`src/rtl/tpff_pkg.sv`:
```
package tpff_pkg;

   // Frame positions at or beyond this limit are not captured
   localparam int unsigned MAX_FRAME = 65536;

   // Register reset values
   localparam logic [15:0] PORT_ONE_RST  = 16'd80;
   localparam logic [15:0] PORT_TWO_RST  = 16'd443;
   localparam logic [15:0] ETHERTYPE_RST = 16'h0800;
   localparam logic [7:0]  PROTOCOL_RST  = 8'd6;

   // Register indexes
   typedef logic [7:0] csr_idx_type;
   localparam csr_idx_type CSR_PORT_ONE        = 8'd0;
   localparam csr_idx_type CSR_PORT_TWO        = 8'd1;
   localparam csr_idx_type CSR_ETHERTYPE_MATCH = 8'd2;
   localparam csr_idx_type CSR_PROTOCOL_MATCH  = 8'd3;

   // Fixed byte positions in the frame
   localparam logic [15:0] POS_ETYPE_HI = 16'd12;
   localparam logic [15:0] POS_ETYPE_LO = 16'd13;
   localparam logic [15:0] POS_IHL      = 16'd14;
   localparam logic [15:0] POS_TTL      = 16'd22;
   localparam logic [15:0] POS_PROTO    = 16'd23;
   localparam logic [15:0] POS_SRC_IP   = 16'd26;
   localparam logic [15:0] POS_SRC_END  = 16'd29;
   localparam logic [15:0] POS_DST_IP   = 16'd30;
   localparam logic [15:0] POS_DST_END  = 16'd33;
   localparam logic [15:0] CNT_MAX      = 16'hFFFF;

   // Header lengths
   localparam logic [7:0] ETH_HDR_LEN = 8'd14;
   localparam logic [7:0] TCP_MIN_LEN = 8'd20;
   localparam logic [7:0] IP_END_LEN  = 8'd34;

   // Offsets inside the TCP header
   localparam logic [4:0] TCP_SPORT_END = 5'd1;
   localparam logic [4:0] TCP_DPORT_END = 5'd3;
   localparam logic [4:0] TCP_SEQ_END   = 5'd7;
   localparam logic [4:0] TCP_ACK_END   = 5'd11;
   localparam logic [4:0] TCP_DOFF      = 5'd12;
   localparam logic [4:0] TCP_FLAGS     = 5'd13;
   localparam logic [4:0] TCP_WIN_END   = 5'd15;
   localparam logic [4:0] TCP_LAST      = 5'd19;

   typedef enum logic [2:0] {
      ST_ACCEPT    = 3'd0,
      ST_SHORT_ETH = 3'd1,
      ST_NOT_IPV4  = 3'd2,
      ST_SHORT_IP  = 3'd3,
      ST_NOT_TCP   = 3'd4,
      ST_SHORT_TCP = 3'd5,
      ST_PORT_MISS = 3'd6
   } status_type;

   typedef struct packed {
      logic [15:0] port_one;
      logic [15:0] port_two;
      logic [15:0] ethertype_match;
      logic [7:0]  protocol_match;
   } cfg_type;

   // Handshake control from the input stage
   typedef struct packed {
      logic advance;
      logic last;
   } beat_ctl_type;

   // Per-frame capture state
   typedef struct packed {
      logic [15:0] byte_count;
      logic [15:0] ethertype;
      logic [3:0]  ip_words;
      logic [7:0]  protocol;
      logic [7:0]  ttl;
      logic [31:0] src_addr;
      logic [31:0] dst_addr;
      logic [15:0] source_port;
      logic [15:0] dest_port;
      logic [31:0] seq;
      logic [31:0] ack;
      logic [7:0]  flags;
      logic [15:0] window;
      logic [3:0]  tcp_words;
   } hdr_type;

   typedef struct packed {
      status_type  status;
      logic [31:0] src_ip;
      logic [31:0] dst_ip;
      logic [7:0]  ttl;
      logic [15:0] source_port;
      logic [15:0] dest_port;
      logic [31:0] sequence_number;
      logic [31:0] ack_number;
      logic [7:0]  tcp_flags;
      logic [15:0] window_size;
      logic [15:0] payload_length;
      logic [15:0] frame_length;
   } result_type;

endpackage

```
`src/rtl/tpff_if.sv`:
```
// Frame byte channel
interface tpff_req_if;
   logic       valid;
   logic       ready;
   logic [7:0] frame_byte;
   logic       last_byte;

   modport source (output valid, output frame_byte, output last_byte, input ready);
   modport sink   (input valid, input frame_byte, input last_byte, output ready);
endinterface

// Per-frame result channel
interface tpff_rsp_if;
   logic        valid;
   logic        ready;
   logic [2:0]  status;
   logic [31:0] src_ip;
   logic [31:0] dst_ip;
   logic [7:0]  ttl;
   logic [15:0] source_port;
   logic [15:0] dest_port;
   logic [31:0] sequence_number;
   logic [31:0] ack_number;
   logic [7:0]  tcp_flags;
   logic [15:0] window_size;
   logic [15:0] payload_length;
   logic [15:0] frame_length;

   modport source (output valid, output status, output src_ip, output dst_ip, output ttl,
                   output source_port, output dest_port, output sequence_number,
                   output ack_number, output tcp_flags, output window_size,
                   output payload_length, output frame_length, input ready);
   modport sink   (input valid, input status, input src_ip, input dst_ip, input ttl,
                   input source_port, input dest_port, input sequence_number,
                   input ack_number, input tcp_flags, input window_size,
                   input payload_length, input frame_length, output ready);
endinterface

// Register write channel
interface tpff_csr_if;
   logic        valid;
   logic        ready;
   logic [7:0]  index;
   logic [15:0] data;

   modport source (output valid, output index, output data, input ready);
   modport sink   (input valid, input index, input data, output ready);
endinterface

```
`src/rtl/tpff_capture.sv`:
```
module tpff_capture (
   input  logic                  clock,
   input  logic                  reset,
   input  tpff_pkg::beat_ctl_type ctl,
   input  logic [7:0]            frame_byte,
   output tpff_pkg::hdr_type     hdr_next
);

   tpff_pkg::hdr_type hdr_ff;
   tpff_pkg::hdr_type hdr_in;
   logic [15:0]       pos;
   logic              capture_en;
   logic [6:0]        tcp_start;
   logic [15:0]       tcp_off;
   logic              in_tcp;
   logic [4:0]        off;

   assign pos        = hdr_ff.byte_count;
   assign capture_en = {1'b0, pos} < 17'(tpff_pkg::MAX_FRAME);

   // Capture by byte position; the IHL of byte 14 already places the TCP header
   always_comb begin
      hdr_in = hdr_ff;
      if (capture_en) begin
         if (pos == tpff_pkg::POS_ETYPE_HI || pos == tpff_pkg::POS_ETYPE_LO)
            hdr_in.ethertype = {hdr_ff.ethertype[7:0], frame_byte};
         if (pos == tpff_pkg::POS_IHL)
            hdr_in.ip_words = frame_byte[3:0];
         if (pos == tpff_pkg::POS_TTL)
            hdr_in.ttl = frame_byte;
         if (pos == tpff_pkg::POS_PROTO)
            hdr_in.protocol = frame_byte;
         if (pos >= tpff_pkg::POS_SRC_IP && pos <= tpff_pkg::POS_SRC_END)
            hdr_in.src_addr = {hdr_ff.src_addr[23:0], frame_byte};
         if (pos >= tpff_pkg::POS_DST_IP && pos <= tpff_pkg::POS_DST_END)
            hdr_in.dst_addr = {hdr_ff.dst_addr[23:0], frame_byte};
      end
      tcp_start = 7'(tpff_pkg::ETH_HDR_LEN) + {1'b0, hdr_in.ip_words, 2'b00};
      tcp_off   = pos - {9'd0, tcp_start};
      in_tcp    = capture_en && (pos >= {9'd0, tcp_start}) &&
                  (tcp_off <= {11'd0, tpff_pkg::TCP_LAST});
      off       = tcp_off[4:0];
      if (in_tcp) begin
         if (off <= tpff_pkg::TCP_SPORT_END)
            hdr_in.source_port = {hdr_ff.source_port[7:0], frame_byte};
         else if (off <= tpff_pkg::TCP_DPORT_END)
            hdr_in.dest_port = {hdr_ff.dest_port[7:0], frame_byte};
         else if (off <= tpff_pkg::TCP_SEQ_END)
            hdr_in.seq = {hdr_ff.seq[23:0], frame_byte};
         else if (off <= tpff_pkg::TCP_ACK_END)
            hdr_in.ack = {hdr_ff.ack[23:0], frame_byte};
         else if (off == tpff_pkg::TCP_DOFF)
            hdr_in.tcp_words = frame_byte[7:4];
         else if (off == tpff_pkg::TCP_FLAGS)
            hdr_in.flags = frame_byte;
         else if (off <= tpff_pkg::TCP_WIN_END)
            hdr_in.window = {hdr_ff.window[7:0], frame_byte};
      end
      // saturating byte counter
      if (pos != tpff_pkg::CNT_MAX)
         hdr_in.byte_count = pos + 16'd1;
   end

   assign hdr_next = hdr_in;

   // State clears after the last beat of a frame
   always_ff @(posedge clock) begin
      if (reset) begin
         hdr_ff <= '0;
      end else if (ctl.advance) begin
         hdr_ff <= ctl.last ? '0 : hdr_in;
      end
   end

   a_clear_after_last: assert property (@(posedge clock) disable iff (reset)
      ctl.advance && ctl.last |=> hdr_ff.byte_count == 16'd0)
      else $error("capture state not cleared after frame end");

   a_count_moves: assert property (@(posedge clock) disable iff (reset)
      ctl.advance && !ctl.last && hdr_ff.byte_count != tpff_pkg::CNT_MAX
      |=> hdr_ff.byte_count == $past(hdr_ff.byte_count) + 16'd1)
      else $error("byte count did not advance");

endmodule

```
`src/rtl/tpff_classify.sv`:
```
module tpff_classify (
   input  logic                   clock,
   input  logic                   reset,
   input  tpff_pkg::beat_ctl_type ctl,
   input  tpff_pkg::cfg_type      cfg,
   input  tpff_pkg::hdr_type      hdr_next,
   input  logic                   rsp_ready,
   output logic                   rsp_valid,
   output tpff_pkg::result_type   result,
   output logic                   slot_free
);

   logic                 rsp_valid_ff;
   tpff_pkg::result_type result_ff;
   tpff_pkg::result_type result_in;
   logic [16:0]          len_full;
   logic [15:0]          len;
   logic [7:0]           ip_hdr_len;
   logic [7:0]           tcp_end;
   logic [7:0]           all_len;
   logic                 src_ok;
   logic                 dst_ok;
   logic                 load;

   // Frame length limited to the capture window
   assign len_full = ({1'b0, hdr_next.byte_count} < 17'(tpff_pkg::MAX_FRAME)) ?
                     {1'b0, hdr_next.byte_count} : 17'(tpff_pkg::MAX_FRAME);
   assign len      = len_full[15:0];

   assign ip_hdr_len = tpff_pkg::ETH_HDR_LEN + {2'b00, hdr_next.ip_words, 2'b00};
   assign tcp_end    = ip_hdr_len + tpff_pkg::TCP_MIN_LEN;
   assign all_len    = ip_hdr_len + {2'b00, hdr_next.tcp_words, 2'b00};

   assign src_ok = hdr_next.source_port == cfg.port_one ||
                   hdr_next.source_port == cfg.port_two;
   assign dst_ok = hdr_next.dest_port == cfg.port_one ||
                   hdr_next.dest_port == cfg.port_two;

   // Checks in priority order, fields only for an accepted frame
   always_comb begin
      result_in              = '0;
      result_in.frame_length = len;
      if (len < {8'd0, tpff_pkg::ETH_HDR_LEN})
         result_in.status = tpff_pkg::ST_SHORT_ETH;
      else if (hdr_next.ethertype != cfg.ethertype_match)
         result_in.status = tpff_pkg::ST_NOT_IPV4;
      else if (len < {8'd0, tpff_pkg::IP_END_LEN})
         result_in.status = tpff_pkg::ST_SHORT_IP;
      else if (hdr_next.protocol != cfg.protocol_match)
         result_in.status = tpff_pkg::ST_NOT_TCP;
      else if (len < {8'd0, tcp_end})
         result_in.status = tpff_pkg::ST_SHORT_TCP;
      else if (!src_ok && !dst_ok)
         result_in.status = tpff_pkg::ST_PORT_MISS;
      else
         result_in.status = tpff_pkg::ST_ACCEPT;

      if (result_in.status == tpff_pkg::ST_ACCEPT) begin
         result_in.src_ip          = hdr_next.src_addr;
         result_in.dst_ip          = hdr_next.dst_addr;
         result_in.ttl             = hdr_next.ttl;
         result_in.source_port     = hdr_next.source_port;
         result_in.dest_port       = hdr_next.dest_port;
         result_in.sequence_number = hdr_next.seq;
         result_in.ack_number      = hdr_next.ack;
         result_in.tcp_flags       = hdr_next.flags;
         result_in.window_size     = hdr_next.window;
         result_in.payload_length  = (len > {8'd0, all_len}) ?
                                     len - {8'd0, all_len} : 16'd0;
      end
   end

   assign load      = ctl.advance && ctl.last;
   assign slot_free = !rsp_valid_ff || rsp_ready;

   // Output register
   always_ff @(posedge clock) begin
      if (reset) begin
         rsp_valid_ff <= 1'b0;
      end else if (load) begin
         rsp_valid_ff <= 1'b1;
      end else if (rsp_ready) begin
         rsp_valid_ff <= 1'b0;
      end
   end

   always_ff @(posedge clock) begin
      if (load) begin
         result_ff <= result_in;
      end
   end

   assign rsp_valid = rsp_valid_ff;
   assign result    = result_ff;

   a_no_overwrite: assert property (@(posedge clock) disable iff (reset)
      load |-> slot_free)
      else $error("result loaded over an untaken result");

   a_reject_clean: assert property (@(posedge clock) disable iff (reset)
      rsp_valid_ff && result_ff.status != tpff_pkg::ST_ACCEPT
      |-> result_ff.src_ip == 32'd0 && result_ff.payload_length == 16'd0)
      else $error("rejected frame carries header fields");

endmodule

```
`src/rtl/tcp_port_frame_filter_top.sv`:
```
// TCP port frame filter.
// req carries one frame byte per beat with last_byte on the final byte.
// Each frame yields exactly one beat on rsp: a status (checked in order:
// short Ethernet, EtherType, short IP, protocol, short TCP, port match)
// plus the captured IPv4/TCP header fields, payload length and frame length.
// csr writes port_one (0), port_two (1), ethertype_match (2) and
// protocol_match (3); other indexes are ignored. Write it only while idle.
// Throughput: one byte per cycle, sustained, as long as rsp drains.
// The result passes from the input register through the capture/classify logic
// into the result register once a free result slot lets the last byte advance.
// Reset loads the register defaults (80, 443, 0x0800, 6), clears the capture
// state and drops any pending result.
// When rsp stalls, the result is held; the byte stream keeps flowing until
// the next last byte reaches the input register, which then waits for the
// result slot, and req.ready stays low until rsp takes the held result.
module tcp_port_frame_filter_top (
   input logic        clock,
   input logic        reset,
   tpff_req_if.sink   req,
   tpff_rsp_if.source rsp,
   tpff_csr_if.sink   csr
);

   tpff_pkg::cfg_type      cfg_ff;
   logic                   s1_valid_ff;
   logic [7:0]             s1_byte_ff;
   logic                   s1_last_ff;
   logic                   advance;
   logic                   slot_free;
   logic                   rsp_valid;
   tpff_pkg::beat_ctl_type ctl;
   tpff_pkg::hdr_type      hdr_next;
   tpff_pkg::result_type   result;

   // Register file
   assign csr.ready = 1'b1;

   always_ff @(posedge clock) begin
      if (reset) begin
         cfg_ff.port_one        <= tpff_pkg::PORT_ONE_RST;
         cfg_ff.port_two        <= tpff_pkg::PORT_TWO_RST;
         cfg_ff.ethertype_match <= tpff_pkg::ETHERTYPE_RST;
         cfg_ff.protocol_match  <= tpff_pkg::PROTOCOL_RST;
      end else if (csr.valid) begin
         unique case (csr.index)
            tpff_pkg::CSR_PORT_ONE:        cfg_ff.port_one        <= csr.data;
            tpff_pkg::CSR_PORT_TWO:        cfg_ff.port_two        <= csr.data;
            tpff_pkg::CSR_ETHERTYPE_MATCH: cfg_ff.ethertype_match <= csr.data;
            tpff_pkg::CSR_PROTOCOL_MATCH:  cfg_ff.protocol_match  <= csr.data[7:0];
            default: ;
         endcase
      end
   end

   // Input register; a last byte waits for a free result slot
   assign advance   = s1_valid_ff && (!s1_last_ff || slot_free);
   assign req.ready = !s1_valid_ff || advance;

   always_ff @(posedge clock) begin
      if (reset) begin
         s1_valid_ff <= 1'b0;
      end else if (req.ready) begin
         s1_valid_ff <= req.valid;
      end
   end

   always_ff @(posedge clock) begin
      if (req.ready && req.valid) begin
         s1_byte_ff <= req.frame_byte;
         s1_last_ff <= req.last_byte;
      end
   end

   assign ctl.advance = advance;
   assign ctl.last    = s1_last_ff;

   tpff_capture u_capture (
      .clock      (clock),
      .reset      (reset),
      .ctl        (ctl),
      .frame_byte (s1_byte_ff),
      .hdr_next   (hdr_next)
   );

   tpff_classify u_classify (
      .clock     (clock),
      .reset     (reset),
      .ctl       (ctl),
      .cfg       (cfg_ff),
      .hdr_next  (hdr_next),
      .rsp_ready (rsp.ready),
      .rsp_valid (rsp_valid),
      .result    (result),
      .slot_free (slot_free)
   );

   // Result beat
   assign rsp.valid           = rsp_valid;
   assign rsp.status          = result.status;
   assign rsp.src_ip          = result.src_ip;
   assign rsp.dst_ip          = result.dst_ip;
   assign rsp.ttl             = result.ttl;
   assign rsp.source_port     = result.source_port;
   assign rsp.dest_port       = result.dest_port;
   assign rsp.sequence_number = result.sequence_number;
   assign rsp.ack_number      = result.ack_number;
   assign rsp.tcp_flags       = result.tcp_flags;
   assign rsp.window_size     = result.window_size;
   assign rsp.payload_length  = result.payload_length;
   assign rsp.frame_length    = result.frame_length;

   a_last_gives_result: assert property (@(posedge clock) disable iff (reset)
      advance && s1_last_ff |=> rsp_valid)
      else $error("frame end produced no result");

   a_last_held: assert property (@(posedge clock) disable iff (reset)
      s1_valid_ff && s1_last_ff && !slot_free |=> s1_valid_ff && s1_last_ff)
      else $error("stalled last byte lost");

endmodule

```
`src/flat_wrapper.sv`:
```
// flat-port wrapper written by rule: the top's interface ports become plain ports
module tcp_port_frame_filter_top_flat 
  (clock, reset, req_valid, req_frame_byte, req_last_byte, req_ready, rsp_valid, rsp_status, rsp_src_ip, rsp_dst_ip, rsp_ttl, rsp_source_port, rsp_dest_port, rsp_sequence_number, rsp_ack_number, rsp_tcp_flags, rsp_window_size, rsp_payload_length, rsp_frame_length, rsp_ready, csr_valid, csr_index, csr_data, csr_ready);
  tpff_req_if req_i ();
  tpff_rsp_if rsp_i ();
  tpff_csr_if csr_i ();
  input logic clock;
  input logic reset;
  input wire logic [$bits(req_i.valid)-1:0] req_valid;
  input wire logic [$bits(req_i.frame_byte)-1:0] req_frame_byte;
  input wire logic [$bits(req_i.last_byte)-1:0] req_last_byte;
  output wire logic [$bits(req_i.ready)-1:0] req_ready;
  output wire logic [$bits(rsp_i.valid)-1:0] rsp_valid;
  output wire logic [$bits(rsp_i.status)-1:0] rsp_status;
  output wire logic [$bits(rsp_i.src_ip)-1:0] rsp_src_ip;
  output wire logic [$bits(rsp_i.dst_ip)-1:0] rsp_dst_ip;
  output wire logic [$bits(rsp_i.ttl)-1:0] rsp_ttl;
  output wire logic [$bits(rsp_i.source_port)-1:0] rsp_source_port;
  output wire logic [$bits(rsp_i.dest_port)-1:0] rsp_dest_port;
  output wire logic [$bits(rsp_i.sequence_number)-1:0] rsp_sequence_number;
  output wire logic [$bits(rsp_i.ack_number)-1:0] rsp_ack_number;
  output wire logic [$bits(rsp_i.tcp_flags)-1:0] rsp_tcp_flags;
  output wire logic [$bits(rsp_i.window_size)-1:0] rsp_window_size;
  output wire logic [$bits(rsp_i.payload_length)-1:0] rsp_payload_length;
  output wire logic [$bits(rsp_i.frame_length)-1:0] rsp_frame_length;
  input wire logic [$bits(rsp_i.ready)-1:0] rsp_ready;
  input wire logic [$bits(csr_i.valid)-1:0] csr_valid;
  input wire logic [$bits(csr_i.index)-1:0] csr_index;
  input wire logic [$bits(csr_i.data)-1:0] csr_data;
  output wire logic [$bits(csr_i.ready)-1:0] csr_ready;
  assign req_i.valid = req_valid;
  assign req_i.frame_byte = req_frame_byte;
  assign req_i.last_byte = req_last_byte;
  assign req_ready = req_i.ready;
  assign rsp_valid = rsp_i.valid;
  assign rsp_status = rsp_i.status;
  assign rsp_src_ip = rsp_i.src_ip;
  assign rsp_dst_ip = rsp_i.dst_ip;
  assign rsp_ttl = rsp_i.ttl;
  assign rsp_source_port = rsp_i.source_port;
  assign rsp_dest_port = rsp_i.dest_port;
  assign rsp_sequence_number = rsp_i.sequence_number;
  assign rsp_ack_number = rsp_i.ack_number;
  assign rsp_tcp_flags = rsp_i.tcp_flags;
  assign rsp_window_size = rsp_i.window_size;
  assign rsp_payload_length = rsp_i.payload_length;
  assign rsp_frame_length = rsp_i.frame_length;
  assign rsp_i.ready = rsp_ready;
  assign csr_i.valid = csr_valid;
  assign csr_i.index = csr_index;
  assign csr_i.data = csr_data;
  assign csr_ready = csr_i.ready;
  tcp_port_frame_filter_top u_core (.clock(clock), .reset(reset), .req(req_i), .rsp(rsp_i), .csr(csr_i));
endmodule
```
`config.mk`:
```
export PLATFORM = sky130hd
export DESIGN_NAME = tcp_port_frame_filter_top_flat
export DESIGN_NICKNAME = d
export VERILOG_FILES = /design/src/rtl/tpff_pkg.sv /design/src/rtl/tpff_if.sv /design/src/rtl/tpff_capture.sv /design/src/rtl/tpff_classify.sv /design/src/rtl/tcp_port_frame_filter_top.sv /design/src/flat_wrapper.sv
export SDC_FILE = /design/constraint.sdc
export NUM_CORES = 1
export LEC_CHECK = 0
export ABC_AREA = 1
export ABC_CLOCK_PERIOD_IN_PS = 8050
export BUFFER_PORTS_ARGS = -buffer_cell sky130_fd_sc_hd__buf_2
export CORE_ASPECT_RATIO = 0.75
export CORE_MARGIN = 2
export CORE_UTILIZATION = 25
export CTS_BUF_LIST = sky130_fd_sc_hd__clkbuf_4
export CTS_CLUSTER_SIZE = 10
export DETAILED_ROUTE_END_ITERATION = 7
export GPL_ROUTABILITY_DRIVEN = 0
export HOLD_SLACK_MARGIN = 0.12
export PLACE_DENSITY_LB_ADDON = 0.2
export SLEW_MARGIN = 20
export SYNTH_ARGS = -nofsm -noshare
export SYNTH_HDL_FRONTEND = slang
export SYNTH_SLANG_ARGS = --single-unit
```
`constraint.sdc`:
```
create_clock -name clock -period 8.05 [get_ports clock]
set_input_delay 0.805 -clock clock [delete_from_list [all_inputs] [get_ports clock]]
set_output_delay 0.805 -clock clock [all_outputs]
set_load 0.005 [all_outputs]
```
==> results of run 1 <==
==> placed cells by master, fill, tap and decap left out, drive strengths merged, types with 34 or more instances in the layout <==
cell type,Yosys,layout
nor2,393,393
mux2i,63,63
dfxtp,298,298
dlygate4sd3,0,34
o22ai,42,42
clkinv,2,39
nand3,177,177
a21oi,290,290
nand2,703,703
o21ai,202,202
or2,91,91
edfxtp,236,236
inv,309,311
clkbuf,122,236
buf,46,307
==> where the power goes <==
group	internal [uW]	switching [uW]	total, uW
clock network	1430	1250	2670
registers	2830	8.19	2840
logic	38.5	143	182
total	4300	1400	5690
==> through the flow <==
stage / utilization / instance area [um^2] / setup WS (ns) / total power, uW
global placement: 0.277 / 28600 / 0.320 / 3070
global route: 0.301 / 31000 / 0.0572 / 5980
CTS: 0.300 / 31000 / 0.267 / 5830
finish: 0.301 / 31000 / 0.715 / 5690
detailed placement: 0.277 / 28600 / 0.223 / 3070
floorplan: - / 26000 / 1.34 / 2980
==> how the worst max path moves through the flow <==
stage,from,endpoint,slack (ns),cells after the start
after global routing,u_core.u_capture.pos[0]$_SDFFE_PP0P_,u_core.u_classify.result[24]$_SDFFCE_PN0P_,0.06,41
after global placement,u_core.u_capture.pos[0]$_SDFFE_PP0P_,u_core.u_classify.result[31]$_SDFFCE_PN0P_,0.32,41
final,u_core.u_capture.pos[0]$_SDFFE_PP0P_,u_core.u_classify.result[29]$_SDFFCE_PN0P_,0.71,42
after detailed placement,u_core.u_capture.pos[0]$_SDFFE_PP0P_,u_core.u_classify.result[31]$_SDFFCE_PN0P_,0.22,42
after floorplan,u_core.u_capture.pos[0]$_SDFFE_PP0P_,u_core.u_classify.result[31]$_SDFFCE_PN0P_,1.34,42
after CTS,u_core.u_capture.pos[0]$_SDFFE_PP0P_,u_core.u_classify.result[31]$_SDFFCE_PN0P_,0.27,42
==> state kept, by name (all words and copies together), names as in the netlist <==
name,cells
u_core.u_classify.rsp_valid,1
u_core.s1_last_ff,1
u_core.cfg_ff,56
u_core.u_classify.result,227
u_core.s1_byte_ff,8
u_core.u_capture.pos,16
u_core.u_capture.hdr_ff,224
u_core.s1_valid_ff,1
==> routing by layer <==
metal	vias to the layer above	part of all wire	track usage	wire length (um)
met1	10500	0.50	0.239	43700
li1	11100	-	-	-
met2	646	0.42	0.235	37200
met5	-	0.00015	0	13
met3	119	0.059	0.0338	5210
met4	2	0.017	0.0501	1490
==> cells by family (layout without fill, tap and decap cells) <==
| family | after synthesis | in the layout | synth area share |
|---|---|---|---|
| adder cells (fa/ha/maj) | 34 | 34 | 0.0172 |
| XOR/XNOR | 52 | 52 | 0.0175 |
| flip-flops | 534 | 534 | 0.502 |
| AND/OR/NAND/NOR | 1412 | 1412 | 0.245 |
| other | 1 | 8 | 0.000144 |
| multiplexers | 63 | 63 | 0.0243 |
| AO/OA/AOI/OAI | 566 | 566 | 0.116 |
| buffers and inverters | 479 | 934 | 0.0774 |
==> repair_timing <==
action                     in CTS  in global routing
hold buffers                   34                  0
buffers inserted                0                  0
hold endpoints to repair       82                  0
gates resized for setup         0                  7
setup endpoints to repair       0                 16
==> critical path: cells and delay by family (launching register included) <==
family,cells,cell delay [ns]
AOI/OAI and AO/OA,4,1.03
and+or+nand+nor,21,2.75
buffers and inverters,9,0.91
adders and majority gates,6,1.77
xor gates and xnor gates,2,0.25
DFF,1,0.39
==> final cells by class <==
class                      count  area share
sequential                   534       0.421
multi-input combinational   2128       0.354
timing repair buffer         342      0.0659
clock buffer                 235      0.0569
tap                         1352      0.0545
inverter                     311      0.0379
clock inverter                46     0.00907
antenna                        7    0.000565
==> run summary, run 1 <==
ys async rst share - 0
most frequent cell after synthesis - nand2_1
Synth top area share - 0.273
pin count of the biggest net entering global routing - 122
Multi-input gate area - 0.0110 mm^2
Initial Util - 0.252
IR drop worst, VDD - 109 uV
share of layout cells above drive strength 1 - 0.226
Worst Setup Path Type - reg2reg
first-pass GRT wire length - 132,000 um
Clock Skew - 0.0648 ns
Worst R2R Path Depth - 42
Skew-Pair Late Insertion Delay - 1.08 ns
setup TNS - 0 ns
Post-synth EDFFs - 236
CTS max path bufs - 3
Syn Inst Count - 3,141
Rows - 102
critical path's slowest cell - fa_1
worst rel slew slack - 0.328
top cells by count, synth - 655 x nand2_1, 308 x inv_1, 298 x dfxtp_1
DRC viols - 0
Global Route Usage Sum - 0.162
vias per cell - 4.50
FF+latch area - 0.0131 mm^2
total of max-cap violations - 0
Pre-antenna DRT Iters - 6
FF-to-FF Start - u_core.u_capture.pos[0]$_SDFFE_PP0P_
Min Hold Slack - 0.314 ns
clock-pin slew on the worst setup and hold paths - 0.06 ns
vias - 22.3k
H-tree levels - 4
Slew Limit Fails - 0
Hold Path Origin - csr_valid
Min-Delay Endpoint - u_core.cfg_ff[1]$_SDFFE_PP1P_
Tmin final - 7.34 ns
Synth cell types - 53
Inst Count DP - 4,633
final std cells w/o fill - 4,955
post-synth top area cell - edfxtp_1
HP Class - in2reg
Setup violations, final - 0
Die ar. - 0.107 mm^2
Pleak - 0.0130 uW
worst-margin pin slew - 1.01 ns
post-DP HPWL - 57,800 um
CP Max Fanout - 8
r2r setup slk - 0.71 ns
Overflow after GRT - 0
CP Capture Type - flip-flop
worst r2r dst - u_core.u_classify.result[29]$_SDFFCE_PN0P_
crit share post-route - 0.911
Worst Hold Depth - 3
Post-Syn Nets - 3,213
cell mode on critical path - inv_1
largest cells by area after synthesis - edfxtp_1 27%, dfxtp_1 23%, nand2_1 9.5%
initial antenna violation count - 11
CP arrival - 8.14 ns
ANT nets after route - 0
warnings from Yosys - 0
unrepaired setup endpoints after global routing - false
synthesis-stage register bit count - 534
Core Area - 0.103 mm^2
vias in the first global route - 21.0k
WL/cell - 17.7 um
CTS tree - done
DIE HEIGHT - 283 um
clk sink count - 534
I/O Buffers - 266
clock root cell - clkbuf_4
status - finished, final reports clean
First DRT Iteration DRCs - 1,625
Die W - 376 um
WP data required - 8.86 ns
WL final - 87,600 um
achievable clock frequency - 136 MHz
Hold Violations, Final - 0
Avg Inst Size Synth - 8.27 um^2
Main synth FF type - dfxtp_1
total power per unit cell area - 184 mW/mm^2
fillcell total - 11.2k
number of I/O pins - 268
Startpoint Class - flip-flop
Area growth, synth to finish - 19.4%
synthesized cell area - 0.0260 mm^2
sequential fraction of the synthesis area - 0.502
Slowest Stage Delay on Critical Path - 0.41 ns
nets - 3,540
number of CTS-inserted buffers - 151
Note: power is estimated with default switching activity, not from simulation.
==> inputs of run 2 (changes only) <==
--- a/config.mk
+++ b/config.mk
@@ -12,7 +12,6 @@
 export CORE_MARGIN = 2
 export CORE_UTILIZATION = 25
 export CTS_BUF_LIST = sky130_fd_sc_hd__clkbuf_4
-export CTS_CLUSTER_SIZE = 10
 export DETAILED_ROUTE_END_ITERATION = 7
 export GPL_ROUTABILITY_DRIVEN = 0
 export HOLD_SLACK_MARGIN = 0.12
==> constraint.sdc (replaced) <==
create_clock -name clock -period 8.05 [get_ports clock]
set_input_delay 0.805 -clock clock [delete_from_list [all_inputs] [get_ports clock]]
set_output_delay 0.805 -clock clock [all_outputs]
set_load 0.02 [all_outputs]
==> run 2 against run 1 <==
Critical path depth unchanged. Die area unchanged. Total power is 0.17% higher. Sequential power is essentially flat. Core utilization did not move. Final cell count unchanged. Clock power hardly changed. Critical path type unchanged. Critical endpoint unchanged. Highest routed layer unchanged.
==> run summary, run 2 (synthesized netlist as in run 1, its figures left out) <==
status - finished, final reports clean
most frequent cells in the layout - 652 x nand2_1, 306 x inv_1, 298 x dfxtp_1
Largest register FFs - 227 (unchanged)
part of the power in the clock network - 0.469 (about the same)
nets - 3,540 (unchanged)
dpl ws - 0.223 ns (unchanged)
Initial Util - 0.252 (unchanged)
number of CTS-inserted buffers - 151 (unchanged)
unrepaired setup endpoints after global routing - false
post-DP HPWL - 57,800 um (unchanged)
Rows - 102 (unchanged)
final core utilization - 0.301 (unchanged)
worst rel slew slack - 0.322 (-0.00680)
Skew-Pair Late Insertion Delay - 1.08 ns (about the same)
Hold Violations, Final - 0 (unchanged)
vias per cell - 4.49 (-0.18%)
vias in the first global route - 21.0k (-0.0048%)
share of layout cells above drive strength 1 - 0.226 (unchanged)
DIE HEIGHT - 283 um (unchanged)
Pre-antenna DRT Iters - 5 (-1)
setup TNS - 0 ns (unchanged)
IR drop worst, VDD - 110 uV (+0.82%)
first-pass GRT wire length - 132,000 um (about the same)
Worst Setup Path Type - reg2reg
worst-margin pin slew - 1.02 ns (+0.0102 ns)
WL final - 87,600 um (about the same)
achievable clock frequency - 137 MHz (+0.20%)
Switch Pwr - 1410 uW (+0.66%)
Startpoint Class - flip-flop
Area growth, synth to finish - 19.4% (unchanged)
Slowest Stage Delay on Critical Path - 0.41 ns (about the same)
HP Class - in2reg
initial antenna violation count - 11 (unchanged)
First DRT Iteration DRCs - 1,607 (-1.1%)
vias - 22.3k (-0.18%)
critical path's slowest cell - fa_1
P_int - 4300 uW (about the same)
CP arrival - 8.13 ns (about the same)
CTS max path bufs - 3 (unchanged)
Pleak - 0.0130 uW (unchanged)
Placed Area - 0.0286 mm^2 (unchanged)
Tmin final - 7.32 ns (-0.0144 ns)
combinational power share - 0.033 (about the same)
sequential fraction of design power - 0.497 (about the same)
H-tree levels - 4 (unchanged)
Worst Hold Depth - 3 (unchanged)
number of I/O pins - 268 (unchanged)
crit share post-route - 0.909 (-0.00179)
Global Route Usage Sum - 0.162 (about the same)
total power per unit cell area - 184 mW/mm^2 (+0.17%)
Core Area - 0.103 mm^2 (unchanged)
Die W - 376 um (unchanged)
setup ws final - 0.729 ns (+0.0144 ns)
Clock Skew - 0.0647 ns (-0.000111 ns)
Die ar. - 0.107 mm^2 (unchanged)
CP Max Fanout - 8 (unchanged)
WP data required - 8.86 ns (about the same)
clock-pin slew on the worst setup and hold paths - 0.06 ns (about the same)
Worst R2R Path Depth - 42 (unchanged)
CP Capture Type - flip-flop
pin count of the biggest net entering global routing - 122 (unchanged)
CTS tree - done
Slew Limit Fails - 0 (unchanged)
total of max-cap violations - 0 (unchanged)
clock root cell - clkbuf_4
commonest non-fill, non-tap cell in the layout - nand2_1
WL/cell - 17.7 um (about the same)
I/O Buffers - 266 (unchanged)
ANT nets after route - 0 (unchanged)
DRC viols - 0 (unchanged)
clk sink count - 534 (unchanged)
Design Area, Final - 0.0310 mm^2 (unchanged)
Overflow after GRT - 0 (unchanged)
cell mode on critical path - inv_1
Setup violations, final - 0 (unchanged)
switching share of total power - 0.247 (+0.00121)
## run 2: cell counts in the layout (fill, tap and decap cells not counted)
Identical to the previous run, type by type.
## run 2: layer usage
metal / track usage / part of all wire / up-vias
met5: 0 / 0.00015 / -
met2: 0.235 / 0.42 / 607
li1: - / - / 11100
met4: 0.0501 / 0.017 / 2
met1: 0.239 / 0.50 / 10500
met3: 0.0338 / 0.056 / 121
## run 2: critical path, delay by kind of cell (launching register included)
| kind | cells | cell delay, ns |
|---|---|---|
| DFF | 1 | 0.39 |
| and+or+nand+nor | 21 | 2.76 |
| buffers and inverters | 9 | 0.92 |
| xor gates and xnor gates | 2 | 0.25 |
| adders and majority gates | 6 | 1.75 |
| AOI/OAI and AO/OA | 4 | 1.03 |
## run 2: what timing repair did
action,in CTS,in global routing
endpoints found under the hold margin,82,0
hold buffers,34,0
buffers inserted,0,0
setup endpoints to repair,0,16
gates resized for setup,0,7
## run 2: layout make-up
type / instances / area [um^2]
Timing Repair Buffer: 342 / 2050
Clock inverter: 46 / 282
Clock buffer: 235 / 1760
Tap cell: 1352 / 1690
Inverter: 311 / 1180
Antenna cell: 7 / 17.5
Fill cell: 11200 / 72100
Multi-Input combinational cell: 2128 / 11000
Sequential cell: 534 / 13100
## run 2: path summary, 6_finish.rpt
kind,start,end,slack [ns]
worst max-delay path,u_core.u_capture.pos[0]$_SDFFE_PP0P_,u_core.u_classify.result[29]$_SDFFCE_PN0P_,0.73
worst min register to register,u_core.u_capture.hdr_ff[84]$_SDFFE_PP0P_,u_core.u_capture.hdr_ff[84]$_SDFFE_PP0P_,0.46
worst min-delay path,csr_valid,u_core.cfg_ff[1]$_SDFFE_PP1P_,0.29
worst max register to register,u_core.u_capture.pos[0]$_SDFFE_PP0P_,u_core.u_classify.result[29]$_SDFFCE_PN0P_,0.73
## run 2: power by group through the flow
stage | clock (uW) | sequential (uW) | combinational (uW)
6_report | 2680 | 2840 | 190
5_1_grt | 2950 | 2840 | 205
4_1_cts | 2800 | 2840 | 196
3_5_place_dp | 0 | 2900 | 184
3_3_place_gp | 0 | 2900 | 184
2_1_floorplan | 0 | 2910 | 79.6
## run 2: metrics by stage
stage | power [uW] | cells | hold WS, ns
finish | 5700 | 4955 | 0.291
global route | 5990 | 4955 | 0.173
CTS | 5840 | 4948 | 0.130
detailed placement | 3080 | 4633 | 0.456
global placement | 3080 | 4633 | 0.451
floorplan | 2990 | 3141 | 0.445
